--- src/hdl/mbhrs_pkg.sv ---
`timescale 1ns / 1ps

package mbhrs_pkg;

  localparam int unsigned RegDepth   = 256;
  localparam int unsigned MaxReadQty = 31;
  localparam int unsigned AddrW      = $clog2(RegDepth);
  localparam int unsigned CountW     = 9;

  localparam logic [7:0] FcReadHolding = 8'h03;
  localparam logic [7:0] FcWriteSingle = 8'h06;
  localparam logic [7:0] ExcFlag       = 8'h80;
  localparam logic [7:0] ExcIllegalFn  = 8'h01;
  localparam logic [7:0] ExcIllegalAdr = 8'h02;
  localparam logic [7:0] ExcIllegalVal = 8'h03;

  localparam logic [CountW-1:0] RegCountReset = CountW'(RegDepth);

  // response byte source select
  localparam logic [3:0] SelFc      = 4'd0;
  localparam logic [3:0] SelFcExc   = 4'd1;
  localparam logic [3:0] SelExcCode = 4'd2;
  localparam logic [3:0] SelByteCnt = 4'd3;
  localparam logic [3:0] SelRdHi    = 4'd4;
  localparam logic [3:0] SelRdLo    = 4'd5;
  localparam logic [3:0] SelAdrHi   = 4'd6;
  localparam logic [3:0] SelAdrLo   = 4'd7;
  localparam logic [3:0] SelValHi   = 4'd8;
  localparam logic [3:0] SelValLo   = 4'd9;
  localparam logic [3:0] SelNoRsp   = 4'd10;

  typedef struct packed {
    logic [7:0]  function_code;
    logic [15:0] start_address;
    logic [15:0] quantity_or_value;
  } req_t;

  typedef struct packed {
    logic [7:0] response_byte;
    logic       status;
    logic       last_byte;
  } rsp_t;

  typedef struct packed {
    logic       load_req;
    logic       write_reg;
    logic       load_out;
    logic [3:0] sel;
    logic       last;
    logic       step;
  } cmd_t;

  typedef struct packed {
    logic is_read;
    logic is_write;
    logic qty_bad;
    logic rd_range_bad;
    logic wr_range_bad;
    logic rd_last;
    logic out_free;
  } stat_t;

endpackage

--- src/hdl/mbhrs_ctrl.sv ---
`timescale 1ns / 1ps

module mbhrs_ctrl
  import mbhrs_pkg::*;
(
  input  logic  clk_i,
  input  logic  rst_ni,
  input  logic  in_valid_i,
  output logic  in_stall_o,
  input  stat_t stat_i,
  output cmd_t  cmd_o
);

  localparam logic [3:0] S_IDLE     = 4'd0;
  localparam logic [3:0] S_DECODE   = 4'd1;
  localparam logic [3:0] S_EXC_FC   = 4'd2;
  localparam logic [3:0] S_EXC_CODE = 4'd3;
  localparam logic [3:0] S_FC       = 4'd4;
  localparam logic [3:0] S_BCNT     = 4'd5;
  localparam logic [3:0] S_RD_HI    = 4'd6;
  localparam logic [3:0] S_RD_LO    = 4'd7;
  localparam logic [3:0] S_W_AH     = 4'd8;
  localparam logic [3:0] S_W_AL     = 4'd9;
  localparam logic [3:0] S_W_VH     = 4'd10;
  localparam logic [3:0] S_W_VL     = 4'd11;
  localparam logic [3:0] S_WBAD     = 4'd12;

  logic [3:0] state_q, state_d;
  logic       emit;

  assign in_stall_o = (state_q != S_IDLE);
  assign emit       = stat_i.out_free;

  always_comb begin
    state_d         = state_q;
    cmd_o           = '0;
    cmd_o.sel       = SelFc;
    unique case (state_q)
      S_IDLE: begin
        if (in_valid_i) begin
          cmd_o.load_req = 1'b1;
          state_d        = S_DECODE;
        end
      end
      S_DECODE: begin
        priority if (stat_i.is_read) begin
          state_d = (stat_i.qty_bad || stat_i.rd_range_bad) ? S_EXC_FC : S_FC;
        end else if (stat_i.is_write) begin
          if (stat_i.wr_range_bad) begin
            state_d = S_WBAD;
          end else begin
            cmd_o.write_reg = 1'b1;
            state_d         = S_FC;
          end
        end else begin
          state_d = S_EXC_FC;
        end
      end
      S_EXC_FC: begin
        cmd_o.sel = SelFcExc;
        if (emit) begin
          cmd_o.load_out = 1'b1;
          state_d        = S_EXC_CODE;
        end
      end
      S_EXC_CODE: begin
        cmd_o.sel  = SelExcCode;
        cmd_o.last = 1'b1;
        if (emit) begin
          cmd_o.load_out = 1'b1;
          state_d        = S_IDLE;
        end
      end
      S_FC: begin
        cmd_o.sel = SelFc;
        if (emit) begin
          cmd_o.load_out = 1'b1;
          state_d        = stat_i.is_read ? S_BCNT : S_W_AH;
        end
      end
      S_BCNT: begin
        cmd_o.sel = SelByteCnt;
        if (emit) begin
          cmd_o.load_out = 1'b1;
          state_d        = S_RD_HI;
        end
      end
      S_RD_HI: begin
        cmd_o.sel = SelRdHi;
        if (emit) begin
          cmd_o.load_out = 1'b1;
          state_d        = S_RD_LO;
        end
      end
      S_RD_LO: begin
        cmd_o.sel  = SelRdLo;
        cmd_o.last = stat_i.rd_last;
        if (emit) begin
          cmd_o.load_out = 1'b1;
          cmd_o.step     = 1'b1;
          state_d        = stat_i.rd_last ? S_IDLE : S_RD_HI;
        end
      end
      S_W_AH: begin
        cmd_o.sel = SelAdrHi;
        if (emit) begin
          cmd_o.load_out = 1'b1;
          state_d        = S_W_AL;
        end
      end
      S_W_AL: begin
        cmd_o.sel = SelAdrLo;
        if (emit) begin
          cmd_o.load_out = 1'b1;
          state_d        = S_W_VH;
        end
      end
      S_W_VH: begin
        cmd_o.sel = SelValHi;
        if (emit) begin
          cmd_o.load_out = 1'b1;
          state_d        = S_W_VL;
        end
      end
      S_W_VL: begin
        cmd_o.sel  = SelValLo;
        cmd_o.last = 1'b1;
        if (emit) begin
          cmd_o.load_out = 1'b1;
          state_d        = S_IDLE;
        end
      end
      S_WBAD: begin
        cmd_o.sel  = SelNoRsp;
        cmd_o.last = 1'b1;
        if (emit) begin
          cmd_o.load_out = 1'b1;
          state_d        = S_IDLE;
        end
      end
      default: begin
        state_d = S_IDLE;
      end
    endcase
  end

  always_ff @(posedge clk_i or negedge rst_ni) begin
    if (!rst_ni) begin
      state_q <= S_IDLE;
    end else begin
      state_q <= state_d;
    end
  end

endmodule

--- config.mk ---
export PLATFORM = sky130hd
export DESIGN_NAME = mbhrs_ctrl
export DESIGN_NICKNAME = d
export VERILOG_FILES = /design/src/hdl/mbhrs_pkg.sv /design/src/hdl/mbhrs_ctrl.sv
export SDC_FILE = /design/constraint.sdc
export NUM_CORES = 1
export LEC_CHECK = 0
export ABC_AREA = 1
export BUFFER_PORTS_ARGS = -buffer_cell sky130_fd_sc_hd__buf_2
export CAP_MARGIN = 20
export CORE_AREA = 2 2 39 41
export CTS_CLUSTER_DIAMETER = 40
export DETAILED_ROUTE_END_ITERATION = 8
export DIE_AREA = 0 0 41 43
export PLACE_DENSITY = 0.7
export SLEW_MARGIN = 40
export SYNTH_ARGS = -nofsm -noshare
export SYNTH_HDL_FRONTEND = slang
export SYNTH_SLANG_ARGS = --single-unit
--- constraint.sdc ---
create_clock -name clk_i -period 1.6 [get_ports clk_i]
set_input_delay 0 -clock clk_i [delete_from_list [all_inputs] [get_ports clk_i]]
set_output_delay 0 -clock clk_i [all_outputs]
set_load 0.05 [all_outputs]
======== Word-level counts from Yosys, hierarchy flattened ========
Cells that the tools add are included.
storage, ports and cells
  memory bits (writable) .................. 0
  word-level logic and storage cells ...... 55
  bits in latches ......................... 0
  register bits after elaboration ......... 4
  memories kept ........................... 0
  output and inout port bits .............. 10
  memory bits (read-only) ................. 0
operators by class
  shifts and indexed selects .............. 0
  $mul .................................... 0
  multiplexer cells ....................... 27
  div/mod/pow operators ................... 0
  $add $sub $neg .......................... 0
  bitwise operators ....................... 0
  order comparisons ....................... 0
  equality and inequality tests ........... 22
  reduce and logical (&&, ||, !) cells .... 5
operators with widths
  operator            number
  $mux 4              14
  $pmux 5 s11         1
  $pmux 4 s11         1
  $eq 4x4->1 const B  5
  $ne 2x2->1 const B  9
  $eq 4x3->1 const B  4
  $reduce_and 10->1   1
  $eq 4x2->1 const B  2
  $mux 1              8
  $mux 3              2
  $eq 4x1->1 const B  1
  $logic_not 4->1     1
  $reduce_bool 4->1   1
  $reduce_or 3->1     1
  $ne 2x1->1 const B  1
  $pmux 1 s2          1
  $logic_or 1x1->1    1

======== Logic depth before layout (Yosys ltp) ========
Gate-level depths: netlist (run 1).
  depth after elaboration ................. 4
  depth in mapped cells ................... 8

======== Worst setup path before layout (run 1) ========
No wires, ideal clock.
  path kind ............................... register -> output
  from .................................... reg state_q[1]
  to ...................................... out cmd_o[7] (netlist bit)
  cell stages (with the launch flop) ...... 4
  path buffers ............................ 0
  setup slack ............................. -0.473 ns
  required time ........................... 1.600 ns
  arrival time ............................ 2.073 ns
  path through ............................ dfrtp_1 > inv_2 > nand2_1 > nor4_1
RTL lines
  item                    RTL line           RTL
  from (decl)             mbhrs_ctrl.sv:28   logic [3:0] state_q, state_d;
  from (signal assigned)  mbhrs_ctrl.sv:151  state_q <= state_d;
  to (decl)               mbhrs_ctrl.sv:11   output cmd_t cmd_o

==> results of run 1 <==
## path summary, 6_finish.rpt
check                      cells after the start          to       start
setup / recovery                               6    cmd_o[1]  state_q[3]
hold reg to reg                                2  state_q[1]  state_q[1]
hold / removal                                 2  state_q[2]      rst_ni
min in group clk_i                             6  state_q[1]  in_valid_i
max in group asynchronous                      2  state_q[3]      rst_ni
setup reg to reg                               7  state_q[2]  state_q[3]
## worst reg2reg max path, stage by stage, from the launching register on
cell,delay (ps)
dfrtp_1,400
inv_1,120
nand2_1,170
nor2_1,220
nand2_1,100
nand3_1,100
nand2_1,50
o21ai_1,80
## logic make-up (layout without fill, tap and decap cells)
logic type | Yosys count | in the layout
flip-flops | 4 | 4
AND/OR/NAND/NOR | 50 | 50
buffers and inverters | 12 | 35
AO/OA/AOI/OAI | 13 | 13
## area by class of cell
| class | instances | area, µm² | area share (%) |
|---|---|---|---|
| inverter | 12 | 47.5 | 7.88 |
| tap | 16 | 20.0 | 3.32 |
| multi-input combinational | 63 | 305 | 50.6 |
| sequential | 4 | 100 | 16.6 |
| timing repair buffer | 20 | 108 | 17.8 |
| clock buffer | 3 | 22.5 | 3.73 |
## Yosys cell counts (all sizes together)
cell    count  share of area (%)
a21oi       2                2.3
dfrtp       4                 23
o21ai       7                8.0
o221ai      1                2.0
o211ai      1                1.7
nor4        1                1.4
inv        12                 11
nand2      31                 28
nor2       11                 10
a21o        1                1.7
nor3        1                1.1
nand3       6                8.0
a31o        1                2.0
## metrics by stage
stage / setup slack, ps / hold WS (ps) / total power [mW]
4_1_cts: 73.6 / 94.8 / 1.30
5_1_grt: 1.87 / 116 / 1.41
2_1_floorplan: 107 / -296 / 0.971
6_report: 80.0 / 104 / 1.30
3_5_place_dp: 311 / -190 / 1.17
3_3_place_gp: 303 / -190 / 1.16
## per-layer routing
layer | GRT usage [%] | share of wire [%] | up-vias
li1 | - | - | 301
met1 | 21.4 | 45 | 254
met2 | 23.4 | 52 | 11
met3 | 3.14 | 2.8 | 0
met4 | 6.00 | 0 | 0
met5 | 0 | 0 | -
## where the power goes
group | switching, mW | internal [mW] | leakage (nW)
combinational | 0.730 | 0.253 | 0.274
clock | 0.0369 | 0.0836 | 0.0138
sequential | 0.0571 | 0.143 | 0.0513
## timing repair
action | in CTS | in global routing
gates resized for setup | 0 | 1
hold endpoints to repair | 4 | 0
endpoints found under the setup margin | 0 | 1
hold buffers | 1 | 0
setup buffers | 0 | 0
==> impl_results.md, run 1 <==
- Status: finished clean
- Largest family of logic cells by synthesized area: simple AND/OR/NAND/NOR gates
- Flop-to-flop setup slack: 280 ps
- Mapped Avg Cell Area: 5.56 µm²
- P_leak: 0.340 nW
- Largest regs: state_q (4)
- Area added between synthesis and finish: 37.3%
- Gpl congestion: 0.865
- Mapped Cells: 79
- Non-Filler Instances: 118
- Cell variety after synth: 19
- Post-synthesis mux area share: 0%
- Area fraction in compound gates after synthesis: 17.7%
- Detailed Place HPWL: 956 µm
- Post-route DRC: 0
- RSZ-0062 raised after global routing: false
- Highest-delay cell along the critical path: dfrtp_1
- Worst-margin pin slew: 254 ps
- Final instance area: 603 µm²
- GRT overflow: 0
- CP cell instances: inv_1 -> nand2_1 -> o21ai_0 -> inv_1 -> o221ai_1 -> buf_2
- Layout cells sized above 1: 32.4%
- Most used cell, CP: inv_1
- TritonCTS sink count: 4
- Worst vdd ir: 0.698 mV
- Worst-skew pair later-pin latency: 230 ps
- Initial Utilization: 31.7%
- Setup TNS: 0 ps
- Final count of hold timing violations: 0
- Crit path max-delay family: buffers and inverters
- CTS root buf: clkbuf_4
- Maxcap violations: 0
- Via count of the first global-routing pass: 500
- I/O Buffers: 19
- Tcrit/Tclk final: 95.0%
- Row Count: 14
- Synth Area in Adders: 0%
- P per Cell Area: 2160 nW/µm²
- Die ar.: 1760 µm²
- Reg with most FFs: state_q
- Height of the die: 43 µm
- Xor/xnor share of the synthesized area: 0%
- Final core utilization: 43.6%
- Placed cell area: 568 µm²
- Yosys warnings: 0
- Clk slew on worst S/H paths: 40 ps
- CP bufs+invs: 3
- Slew Limit Fails: 0
- Detailed-route wire length per cell: 9.76 µm
- Via/cell ratio: 4.80
- CTS tree: built
- CP Max Fanout: 5
- Wirelength, routed: 1150 µm
- Commonest non-fill, non-tap cell in the layout: nand2_1
- Crit path DAT: 1520 ps
- Slew headroom: 83.2%
- Worst Clk Skew: 0.840 ps
- Die outline width: 41 µm
- Most frequent cells in the layout: nand2_1, buf_2, inv_1
- Antenna Cells: 0
- Synth Area in Simple Gates: 48.7%
- Antenna violations before repair: 0
- Synthesized Nets: 89
- DR iter-0 viols: 17
- Total number of vias: 566
- Yosys reg bits: 4
- Global-route usage over all layers: 15.7%
- Register area share after synthesis: 22.8%
- H-Tree Depth: 1
- Critical Path Start Type: register
- Crit end category: primary output
- Type of the most critical hold path: in2async
- Placed insts: 114
- Number of flip-flops under the largest register name: 4
- Drt pass-1 iters: 4
- Synth Cell Area: 439 µm²
- Fmax: 0.658 GHz
- Final #Nets: 114
- Largest net degree at the start of global routing: 8
- Max Buffers Root-to-Sink: 2
- Final setup fails: 0
- Final min period: 1520 ps
- CTS buffer count: 3
- Critical Path RT: 1600 ps
- Crit path kind: reg2out
- Core area: 1380 µm²
- Routed Antenna Nets: 0
- IO Count: 20
- Fill cells: 149
- Max incr delay on CP: 400 ps
- Global-route wire length before repair: 1930 µm
Note: power is estimated with default switching activity, not from simulation.
==> run 2, diff against run 1 <==
- BUFFER_PORTS_ARGS: -buffer_cell sky130_fd_sc_hd__buf_2 -> unset
- CTS_CLUSTER_SIZE: unset -> 20
- DONT_BUFFER_PORTS: unset -> 1
- PLACE_DENSITY: 0.7 -> 0.57
==> impl_results.md, run 2 (synthesis results as in run 1) <==
- Post-CTS Setup Repair Bufs: 0
- Commonest non-fill, non-tap cell in the layout: nand2_1
- Crit end category: primary output
- Max Buffers Root-to-Sink: 2
- CP cell instances: inv_1 -> nand2_1 -> o21ai_0 -> inv_1 -> o211ai_1 -> buf_4
- Wirelength, routed: 1080 µm
- Largest net degree at the start of global routing: 8
- Worst-margin pin slew: 293 ps
- P_int: 0.520 mW
- RR Startpoint: state_q[0]
- CP Max Fanout: 5
- Crit path max-delay family: buffers and inverters
- Drt pass-1 iters: 4
- Flop-to-flop setup slack: 320 ps
- Most frequent cells in the layout: nand2_1, inv_1, nor2_1
- Antenna violations before repair: 0
- DR iter-0 viols: 12
- Tcrit/Tclk final: 91.5%
- Worst-skew pair later-pin latency: 230 ps
- Maxcap violations: 0
- H-Tree Depth: 1
- Row Count: 14
- Sequential Power Share: 15.3%
- Clk slew on worst S/H paths: 40 ps
- Max incr delay on CP: 400 ps
- Reg with most FFs: state_q
- Clk pwr share: 9.1%
- Final setup fails: 0
- TritonCTS sink count: 4
- Combinational power share: 75.6%
- Via count of the first global-routing pass: 450
- P per Cell Area: 2290 nW/µm²
- Sw Ratio: 61.2%
- CP bufs+invs: 3
- GRT overflow: 0
- Switching power: 0.819 mW
- Crit path DAT: 1460 ps
- IO Count: 20
- I/O Buffers: 0
- CTS tree: built
- R2R Path End: state_q[2]
- Most used cell, CP: inv_1
- Height of the die: 43 µm
- Critical Path RT: 1600 ps
- Crit path kind: reg2out
- Area added between synthesis and finish: 33.3%
- Global-route usage over all layers: 13.8%
- Type of the most critical hold path: in2async
- Design Power: 1.34 mW
- Total number of vias: 527
- Slew Limit Fails: 0
- Detailed Place HPWL: 906 µm
- Initial Utilization: 31.7%
- Fill cells: 140
- Die outline width: 41 µm
- Antenna Cells: 0
- Global-route wire length before repair: 1680 µm
- Via/cell ratio: 4.88
- Routed Antenna Nets: 0
- P_leak: 0.305 nW
- Detailed-route wire length per cell: 9.96 µm
- RSZ-0062 raised after global routing: false
- Post-route DRC: 0
- Critical Path Start Type: register
- Final min period: 1460 ps
- CTS buffer count: 3
- Highest-delay cell along the critical path: dfrtp_1
- CTS root buf: clkbuf_4
- Final count of hold timing violations: 0
- Final #Nets: 104
- Worst vdd ir: 0.720 mV
- Slew headroom: 80.5%
- Setup TNS: 0 ps
- Status: finished clean
- FF-to-FF path depth: 8
- Core area: 1380 µm²
- Number of flip-flops under the largest register name: 4
- Layout cells sized above 1: 25.0%
- Fmax: 0.683 GHz
- Largest regs: state_q (4)
- Worst Clk Skew: 1.69 ps
- Final core utilization: 42.3%
- Gpl congestion: 0.807
- Die ar.: 1760 µm²
[run 2: repair_timing]
action,4_1_cts,5_1_grt
hold buffers,1,0
gates resized for setup,0,0
hold endpoints to repair,4,0
[run 2: per-layer routing]
layer	track usage (%)	vias up	part of all wire [%]
met5	0	-	0
li1	-	281	-
met3	3.14	0	3.6
met4	8.00	0	0
met2	21.9	9	53
met1	16.0	237	43
[run 2: stage by stage]
stage,cells,setup WS (ps),hold slack (ps),cell area (µm²)
after detailed placement,104,331,-295,553
final,108,136,37.7,586
after floorplan,79,107,-296,453
after global placement,104,317,-295,553
after CTS,108,152,32.2,586
after global routing,108,2.15,34.2,586
[run 2: worst max-delay path by stage]
stage	from	to	slack, ps	cells after the start
5_1_grt	state_q[2]	cmd_o[3]	2	6
4_1_cts	state_q[2]	cmd_o[3]	150	6
2_1_floorplan	state_q[0]	cmd_o[7]	110	2
3_3_place_gp	state_q[0]	state_q[2]	320	8
3_5_place_dp	state_q[0]	state_q[2]	330	8
6_report	state_q[2]	cmd_o[3]	140	6
[run 2: cell type report]
type	count	area, µm²	area share (%)
Clock buffer	3	22.5	3.85
Inverter	12	47.5	8.12
Multi-Input combinational cell	63	305	52.1
Sequential cell	4	100	17.1
Tap cell	16	20.0	3.42
Timing Repair Buffer	10	90.1	15.4
[run 2: power by group through the flow]
stage	Sequential, mW	Combinational (mW)	Clock [mW]
final	0.205	1.01	0.121
after global routing	0.213	1.09	0.139
after CTS	0.203	1.02	0.128
after detailed placement	0.204	1.01	0
after global placement	0.205	1.02	0
after floorplan	0.188	0.784	0
[run 2: worst reg2reg max path, stage by stage, from the launching register on]
cell and delay (ps):
dfrtp_1 450, inv_1 170, nand2_2 100, nor2_2 110, nand2_1 70, nand2_2 90
inv_4 50, nand2_1 60, o21ai_1 60
